==> src/rtl/core/gqi_pkg.sv <==
// Shared types, codes and constants of the gyro quaternion integrator.
`default_nettype none

package gqi_pkg;

    // Default fraction bits of the attitude words (Q2.30)
    localparam int QUAT_FRAC_BITS_DEF = 30;
    // Reset value of the angle scale, 8.75 mdps per count in Q0.48
    localparam logic [31:0] ANGLE_SCALE_RESET = 32'd42986000;
    // Steps of the bit-pair square root over a 64-bit sum
    localparam int SQRT_STEPS = 32;
    localparam int ITER_W = 6;

    typedef struct packed {
        logic signed [15:0] rate_x_raw;
        logic signed [15:0] rate_y_raw;
        logic signed [15:0] rate_z_raw;
        logic [15:0]        elapsed_ms;
    } gqi_in_t;

    typedef struct packed {
        logic signed [31:0] att_w;
        logic signed [31:0] att_x;
        logic signed [31:0] att_y;
        logic signed [31:0] att_z;
        logic               degenerate;
    } gqi_out_t;

    typedef enum logic [4:0] {
        OP_NONE,
        OP_LOAD,
        OP_MCM,
        OP_MAS,
        OP_HALF,
        OP_MQH,
        OP_ACQ,
        OP_PFIN,
        OP_MAG,
        OP_SHR,
        OP_SHL,
        OP_MSQ,
        OP_ACS,
        OP_SQI,
        OP_SQS,
        OP_SQF,
        OP_DVI,
        OP_DVS,
        OP_DVF,
        OP_IDENT,
        OP_OUT
    } gqi_op_t;

    typedef struct packed {
        gqi_op_t    op;
        logic [1:0] sel;
        logic [1:0] term;
    } gqi_cmd_t;

    typedef struct packed {
        logic mx_big;
        logic mx_low;
        logic degen_cond;
        logic out_busy;
    } gqi_status_t;

    typedef struct packed {
        logic [1:0] qs;
        logic [1:0] hs;
        logic       neg;
    } gqi_term_t;

    // Operand selection of the quaternion product q (x) (0, h)
    function automatic gqi_term_t term_sel(input logic [1:0] comp, input logic [1:0] term);
        gqi_term_t t;
        t = '{qs: 2'd0, hs: 2'd0, neg: 1'b0};
        case ({comp, term})
            4'b00_00: t = '{qs: 2'd1, hs: 2'd0, neg: 1'b1};
            4'b00_01: t = '{qs: 2'd2, hs: 2'd1, neg: 1'b1};
            4'b00_10: t = '{qs: 2'd3, hs: 2'd2, neg: 1'b1};
            4'b01_00: t = '{qs: 2'd0, hs: 2'd0, neg: 1'b0};
            4'b01_01: t = '{qs: 2'd2, hs: 2'd2, neg: 1'b0};
            4'b01_10: t = '{qs: 2'd3, hs: 2'd1, neg: 1'b1};
            4'b10_00: t = '{qs: 2'd0, hs: 2'd1, neg: 1'b0};
            4'b10_01: t = '{qs: 2'd1, hs: 2'd2, neg: 1'b1};
            4'b10_10: t = '{qs: 2'd3, hs: 2'd0, neg: 1'b0};
            4'b11_00: t = '{qs: 2'd0, hs: 2'd2, neg: 1'b0};
            4'b11_01: t = '{qs: 2'd1, hs: 2'd1, neg: 1'b0};
            4'b11_10: t = '{qs: 2'd2, hs: 2'd0, neg: 1'b1};
            default:  t = '{qs: 2'd0, hs: 2'd0, neg: 1'b0};
        endcase
        return t;
    endfunction

endpackage

`default_nettype wire

==> src/rtl/core/gqi_ctrl.sv <==
// Sequencer of the gyro quaternion integrator: issues at most one datapath command a cycle.
`default_nettype none

module gqi_ctrl #(
    parameter int QUAT_FRAC_BITS = gqi_pkg::QUAT_FRAC_BITS_DEF
) (
    input  wire logic                clk,
    input  wire logic                rst_n,
    input  wire logic                in_valid,
    output logic                     in_ready,
    input  wire gqi_pkg::gqi_status_t status,
    output gqi_pkg::gqi_cmd_t        cmd
);

    localparam int QW = QUAT_FRAC_BITS + 2;

    typedef enum logic [22:0] {
        S_IDLE  = 23'd1 << 0,
        S_HCM   = 23'd1 << 1,
        S_HAS   = 23'd1 << 2,
        S_HFIN  = 23'd1 << 3,
        S_QMUL  = 23'd1 << 4,
        S_QACC  = 23'd1 << 5,
        S_QFIN  = 23'd1 << 6,
        S_MAG   = 23'd1 << 7,
        S_MCHK  = 23'd1 << 8,
        S_TSQ   = 23'd1 << 9,
        S_TAC   = 23'd1 << 10,
        S_TCHK  = 23'd1 << 11,
        S_LCHK  = 23'd1 << 12,
        S_NSQ   = 23'd1 << 13,
        S_NAC   = 23'd1 << 14,
        S_SQI   = 23'd1 << 15,
        S_SQS   = 23'd1 << 16,
        S_SQF   = 23'd1 << 17,
        S_DVI   = 23'd1 << 18,
        S_DVS   = 23'd1 << 19,
        S_DVF   = 23'd1 << 20,
        S_IDENT = 23'd1 << 21,
        S_OUT   = 23'd1 << 22
    } state_t;

    state_t                        state_reg, state_next;
    logic [1:0]                    sel_reg, sel_next;
    logic [1:0]                    term_reg, term_next;
    logic [gqi_pkg::ITER_W-1:0]    iter_reg, iter_next;
    logic                          shifted_reg, shifted_next;

    // Hold control state
    always_ff @(posedge clk or negedge rst_n)
    begin
        if (!rst_n)
        begin
            state_reg   <= S_IDLE;
            sel_reg     <= 2'd0;
            term_reg    <= 2'd0;
            iter_reg    <= '0;
            shifted_reg <= 1'b0;
        end
        else
        begin
            state_reg   <= state_next;
            sel_reg     <= sel_next;
            term_reg    <= term_next;
            iter_reg    <= iter_next;
            shifted_reg <= shifted_next;
        end
    end

    // Advance the sequence and issue commands
    always_comb
    begin
        state_next   = state_reg;
        sel_next     = sel_reg;
        term_next    = term_reg;
        iter_next    = iter_reg;
        shifted_next = shifted_reg;
        in_ready     = 1'b0;
        cmd.op       = gqi_pkg::OP_NONE;
        cmd.sel      = sel_reg;
        cmd.term     = term_reg;
        unique case (state_reg)
            S_IDLE:
            begin
                in_ready = 1'b1;
                if (in_valid)
                begin
                    cmd.op     = gqi_pkg::OP_LOAD;
                    sel_next   = 2'd0;
                    state_next = S_HCM;
                end
            end
            S_HCM:
            begin
                cmd.op     = gqi_pkg::OP_MCM;
                state_next = S_HAS;
            end
            S_HAS:
            begin
                cmd.op     = gqi_pkg::OP_MAS;
                state_next = S_HFIN;
            end
            S_HFIN:
            begin
                cmd.op = gqi_pkg::OP_HALF;
                if (sel_reg == 2'd2)
                begin
                    sel_next   = 2'd0;
                    term_next  = 2'd0;
                    state_next = S_QMUL;
                end
                else
                begin
                    sel_next   = sel_reg + 2'd1;
                    state_next = S_HCM;
                end
            end
            S_QMUL:
            begin
                cmd.op     = gqi_pkg::OP_MQH;
                state_next = S_QACC;
            end
            S_QACC:
            begin
                cmd.op = gqi_pkg::OP_ACQ;
                if (term_reg == 2'd2)
                begin
                    state_next = S_QFIN;
                end
                else
                begin
                    term_next  = term_reg + 2'd1;
                    state_next = S_QMUL;
                end
            end
            S_QFIN:
            begin
                cmd.op    = gqi_pkg::OP_PFIN;
                term_next = 2'd0;
                if (sel_reg == 2'd3)
                begin
                    state_next = S_MAG;
                end
                else
                begin
                    sel_next   = sel_reg + 2'd1;
                    state_next = S_QMUL;
                end
            end
            S_MAG:
            begin
                cmd.op       = gqi_pkg::OP_MAG;
                shifted_next = 1'b0;
                state_next   = S_MCHK;
            end
            S_MCHK:
            begin
                sel_next = 2'd0;
                if (status.mx_big)
                begin
                    cmd.op       = gqi_pkg::OP_SHR;
                    shifted_next = 1'b1;
                end
                else if (shifted_reg)
                begin
                    state_next = S_NSQ;
                end
                else
                begin
                    state_next = S_TSQ;
                end
            end
            S_TSQ:
            begin
                cmd.op     = gqi_pkg::OP_MSQ;
                state_next = S_TAC;
            end
            S_TAC:
            begin
                cmd.op = gqi_pkg::OP_ACS;
                if (sel_reg == 2'd3)
                begin
                    state_next = S_TCHK;
                end
                else
                begin
                    sel_next   = sel_reg + 2'd1;
                    state_next = S_TSQ;
                end
            end
            S_TCHK:
            begin
                state_next = status.degen_cond ? S_IDENT : S_LCHK;
            end
            S_LCHK:
            begin
                sel_next = 2'd0;
                if (status.mx_low)
                begin
                    cmd.op = gqi_pkg::OP_SHL;
                end
                else
                begin
                    state_next = S_NSQ;
                end
            end
            S_NSQ:
            begin
                cmd.op     = gqi_pkg::OP_MSQ;
                state_next = S_NAC;
            end
            S_NAC:
            begin
                cmd.op = gqi_pkg::OP_ACS;
                if (sel_reg == 2'd3)
                begin
                    state_next = S_SQI;
                end
                else
                begin
                    sel_next   = sel_reg + 2'd1;
                    state_next = S_NSQ;
                end
            end
            S_SQI:
            begin
                cmd.op     = gqi_pkg::OP_SQI;
                iter_next  = '0;
                state_next = S_SQS;
            end
            S_SQS:
            begin
                cmd.op = gqi_pkg::OP_SQS;
                if (iter_reg == gqi_pkg::ITER_W'(gqi_pkg::SQRT_STEPS - 1))
                begin
                    state_next = S_SQF;
                end
                else
                begin
                    iter_next = iter_reg + 1'b1;
                end
            end
            S_SQF:
            begin
                cmd.op     = gqi_pkg::OP_SQF;
                sel_next   = 2'd0;
                state_next = S_DVI;
            end
            S_DVI:
            begin
                cmd.op     = gqi_pkg::OP_DVI;
                iter_next  = '0;
                state_next = S_DVS;
            end
            S_DVS:
            begin
                cmd.op = gqi_pkg::OP_DVS;
                if (iter_reg == gqi_pkg::ITER_W'(QW - 1))
                begin
                    state_next = S_DVF;
                end
                else
                begin
                    iter_next = iter_reg + 1'b1;
                end
            end
            S_DVF:
            begin
                cmd.op = gqi_pkg::OP_DVF;
                if (sel_reg == 2'd3)
                begin
                    state_next = S_OUT;
                end
                else
                begin
                    sel_next   = sel_reg + 2'd1;
                    state_next = S_DVI;
                end
            end
            S_IDENT:
            begin
                cmd.op     = gqi_pkg::OP_IDENT;
                state_next = S_OUT;
            end
            S_OUT:
            begin
                if (!status.out_busy)
                begin
                    cmd.op     = gqi_pkg::OP_OUT;
                    state_next = S_IDLE;
                end
            end
            default:
            begin
                state_next = S_IDLE;
            end
        endcase
    end

endmodule

`default_nettype wire

==> config.mk <==
export PLATFORM = sky130hd
export DESIGN_NAME = gqi_ctrl
export DESIGN_NICKNAME = d
export VERILOG_FILES = /design/src/rtl/core/gqi_pkg.sv /design/src/rtl/core/gqi_ctrl.sv
export SDC_FILE = /design/constraint.sdc
export NUM_CORES = 1
export LEC_CHECK = 0
export BUFFER_PORTS_ARGS = -buffer_cell sky130_fd_sc_hd__buf_4
export CAP_MARGIN = 0
export CORE_ASPECT_RATIO = 0.75
export CORE_MARGIN = 5
export CORE_UTILIZATION = 47
export DETAILED_ROUTE_END_ITERATION = 12
export PLACE_DENSITY_LB_ADDON = 0.08
export SLEW_MARGIN = 20
export SYNTH_ARGS = -nofsm -noshare
export SYNTH_HDL_FRONTEND = slang
export SYNTH_SLANG_ARGS = --single-unit
==> constraint.sdc <==
create_clock -name clk -period 2.9 [get_ports clk]
set_input_delay 0.29 -clock clk [delete_from_list [all_inputs] [get_ports clk]]
set_output_delay 0.29 -clock clk [all_outputs]
set_load 0.01 [all_outputs]
### Word-level counts from Yosys, hierarchy flattened

Index checks and enable logic that the tools add are counted.

| storage, ports and cells | value |
|---|---|
| register bits | 34 |
| latch bits | 0 |
| RAM bits | 0 |
| bits in read-only memories | 0 |
| input port bits | 7 |
| output and inout bits | 10 |
| logic and storage cells | 93 |
| memories kept | 0 |

| cells by class | value |
|---|---|
| add/subtract/negate cells | 3 |
| multiply operators | 0 |
| divide/modulo/power cells | 0 |
| magnitude comparators | 0 |
| equality and inequality tests | 38 |
| shifts and indexed selects | 0 |
| multiplexer cells | 32 |
| bitwise gates (word level) | 0 |
| reduce and logical (&&, ||, !) cells | 15 |

Operators by type and width:

| kind | number |
|---|---|
| case mux 23 bit (23 select lines) | 1 |
| 2-to-1 mux 23 bit | 7 |
| case mux 5 bit (20 select lines) | 1 |
| == test 23 x 1 -> 1 bit (second input constant) | 1 |
| == test 23 x 10 -> 1 bit (second input constant) | 1 |
| == test 23 x 11 -> 1 bit (second input constant) | 1 |
| == test 23 x 12 -> 1 bit (second input constant) | 1 |
| == test 23 x 13 -> 1 bit (second input constant) | 1 |
| == test 23 x 14 -> 1 bit (second input constant) | 1 |
| == test 23 x 15 -> 1 bit (second input constant) | 1 |
| == test 23 x 16 -> 1 bit (second input constant) | 1 |
| == test 23 x 17 -> 1 bit (second input constant) | 1 |
| == test 23 x 18 -> 1 bit (second input constant) | 1 |
| == test 23 x 19 -> 1 bit (second input constant) | 1 |
| == test 23 x 2 -> 1 bit (second input constant) | 1 |
| == test 23 x 20 -> 1 bit (second input constant) | 1 |
| == test 23 x 21 -> 1 bit (second input constant) | 1 |
| == test 23 x 22 -> 1 bit (second input constant) | 1 |
| == test 23 bit (second input constant) | 1 |
| == test 23 x 3 -> 1 bit (second input constant) | 1 |
| == test 23 x 4 -> 1 bit (second input constant) | 1 |
| == test 23 x 5 -> 1 bit (second input constant) | 1 |
| == test 23 x 6 -> 1 bit (second input constant) | 1 |
| == test 23 x 7 -> 1 bit (second input constant) | 1 |
| other kinds (31) | 58 |

### Longest topological paths before layout

| logic depth | value |
|---|---|
| depth after elaboration | 4 |
| mapped depth | 8 |

### Least setup slack after synthesis

No wires, ideal clock.

| timing path | value |
|---|---|
| kind | register -> output |
| start | reg state_reg[16] |
| end | out cmd[6] (netlist bit) |
| arrival time | 1.995 ns |
| slack | 0.615 ns |
| cell stages (with the launch flop) | 9 |
| path buffers | 2 |
| cell sequence | dfrtp_1 buf_6 or4_4 buf_4 nor4_1 and2_1 nor2_1 nand4_1 or2_2 |

RTL lines:

| element | line | text |
|---|---|---|
| start, declared | gqi_ctrl.sv:43 | `state_t state_reg, state_next;` |
| start signal, assigned | gqi_ctrl.sv:62 | `state_reg <= state_next;` |
| end, declared | gqi_ctrl.sv:12 | `output gqi_pkg::gqi_cmd_t cmd` |

==> impl_metrics.tcl <==
set metrics [dict create \
    cts.sinks 34 \
    synthTopCellsByCount "dfrtp_1 (33), nand2_1 (18), nor4_1 (17)" \
    cts_tree "yes" \
    die_area_um2 6570 \
    yosys_warnings 0 \
    worst-path-max-fanout 8 \
    p_per_area_nw_per_um2 585 \
    grt_start_max_net_pins 35 \
    wl_per_cell_um 18.4 \
    highest_layer "met4" \
    period_minus_slack_ns 2.83 \
    route.detailed.drc 0 \
    min_delay_worst_endpoint "state_reg[21]" \
    largest_reg_flops 23 \
    crit_arrival_ns 2.54 \
    yosysTopAreaCellShare_pct 34.9 \
    cap_violations 0 \
    first_pass_iters 4 \
    required_ns 2.61 \
    cts_max_level 2 \
    setup_viol 0 \
    ant_nets 0 \
    hpwl_um 4940 \
    grt_use_total_pct 20.5 \
    slew_headroom_pct 59.3 \
    fillers 465 \
    fin_skew_ns 0.0141 \
    clk_pin_slew_ns 0.07 \
    status "completed" \
    postSynthCellCount 268 \
    tightest_slew_ns 0.608 \
    critPathKind "register to output port" \
    initial_core_util_pct 48.3 \
    synth_ff_type "dfrtp_1" \
    syn-cell-area_um2 2370 \
    whs_path_depth 2 \
    clk-insertion-delay-late_ns 0.29 \
    cp-start-kind "register" \
    clockBufferDepth 2 \
    wl_met2_um 2740 \
    fin_util_pct 56.8 \
    synth_edf_count 0 \
    drt-vias-per-instance 6.24 \
    ios 17 \
    die_h_um 71.5 \
    finalHoldViolCount 0 \
    port_buffers 16 \
    worstHoldStart "status[1]" \
    core-area_um2 4900 \
    crit_path_end_kind "output port" \
    rows 22 \
    fmax_mhz 353 \
    tns_ns 0 \
    yosysTopAreaCell "dfrtp_1" \
    ys_types 58 \
    nets 311 \
    grt_pass1_vias 2045 \
    grt_overflow 0 \
    slew_violations 0 \
    final_layout_size_suffix_gt1_share_pct 24.7 \
    leakage_nw 1.27 \
    numCtsBuffers 5 \
    diodes 0 \
    met1_length_um 3370 \
    grt_pass1_wl_um 10600 \
    die_w_um 92.0 \
    gp_congestion 0.920 \
    ys_seq_area_share_pct 36.0 \
    r2r_cells 6 \
    ctsRootBufferMaster "clkbuf_8" \
    yosysMostFrequentCell "dfrtp_1" \
    syn-num-nets 281 \
    ys_ff_latch 34 \
    synth_area_leaders "dfrtp_1 (35%), nor4_1 (4.5%), nor3_1 (3.4%)" \
    crit-reg2reg-launch "state_reg[17]" \
    antenna_found_initial 0 \
    async_flop_share_pct 100 \
    hold_class "input pin to register" \
    syn2layout_area_growth_pct 17.4 \
    vias 2241 \
    irDropWorstVdd_v 0.000285 \
    period_share_pct 97.6 \
    finalWirelength_um 6590 \
    synth_area_per_cell_um2 8.84 \
    worstReg2RegEnd "sel_reg[0]" \
    regToRegSetupSlack_ns 0.41 \
    dr.first_iter.drc_count 274 \
    wl_met3_um 390 \
]
power by group:
group / switching (mW) / total (mW) / internal [mW]
registers: 0.0714 / 0.583 / 0.511
logic: 0.372 / 0.668 / 0.296
clock network: 0.186 / 0.377 / 0.191
critical path, stage by stage, from the launching register on:
cell	delay (ns)
dfrtp_1	0.48
or4_4	0.62
nor4_2	0.32
buf_4	0.17
and2_1	0.21
nor2_1	0.09
nand4_1	0.15
or2_2	0.13
buf_4	0.11
worst max-delay path by stage:
stage                        startpoint  slack (ns)     end  cells after the start
after floorplan           state_reg[16]        0.61  cmd[6]                      8
after global placement     state_reg[4]        0.32  cmd[7]                      6
after detailed placement   state_reg[4]        0.31  cmd[7]                      6
after CTS                 state_reg[17]        0.07  cmd[6]                      8
after global routing      state_reg[20]       -0.06  cmd[6]                      8
final                     state_reg[17]        0.07  cmd[6]                      8
logic make-up (layout without fill, tap and decap cells):
logic type	count (synthesis)	after routing	synth area share, %
AOI/OAI and AO/OA	39	39	11.2
xor gates and xnor gates	10	10	3.70
adders and majority gates	6	6	3.17
buffers and inverters	24	55	4.65
DFF	34	34	36.0
and+or+nand+nor	155	155	41.3
what timing repair did:
item,in CTS,in global routing
endpoints found under the hold margin,33,0
resized for setup,2,5
endpoints found under the setup margin,3,2
setup buffers,0,4
hold buffers,1,0
pin swaps,0,2
cell type report:
type	instances	area, µm²	share of cell area, %
Timing Repair Buffer	36	273	9.81
Clock inverter	2	12.5	0.450
Inverter	11	41.3	1.48
Sequential cell	34	852	30.6
Clock buffer	6	82.6	2.97
Tap cell	60	75.1	2.70
Multi-Input combinational cell	210	1450	52.0
cells in the final DEF, fill, tap and decap left out, types with 4 or more instances in the layout:
cell type,count
or4_1,8
a21oi_1,13
clkbuf_8,6
nand2b_1,11
dfrtp_1,33
or3_1,5
nand4_1,7
nor4_1,14
a31o_2,4
nor3_1,15
or2_2,5
inv_1,11
and3_1,5
o21ai_0,5
nor2_1,14
buf_4,35
xnor2_1,7
nand3_1,11
ha_1,6
nor4_2,6
nand2_1,18
nand4b_1,4
and2_1,6
metal layers:
layer  track usage (%)  vias up
li1                  -     1068
met1              33.0     1075
met2              26.3       86
met3              4.93       12
met4              5.93        0
met5                 0        -
stage by stage:
stage / hold WS (ns) / total power [mW] / area [µm²] / std cells / worst slack (ns)
finish: 0.221 / 1.63 / 2780 / 359 / 0.0695
global route: 0.230 / 1.72 / 2780 / 359 / -0.0556
CTS: 0.216 / 1.62 / 2730 / 355 / 0.0681
detailed placement: 0.270 / 1.23 / 2610 / 346 / 0.308
global placement: 0.275 / 1.24 / 2610 / 346 / 0.320
floorplan: -0.00559 / 0.977 / 2370 / 268 / 0.615
(Power assumes the default switching activity.)
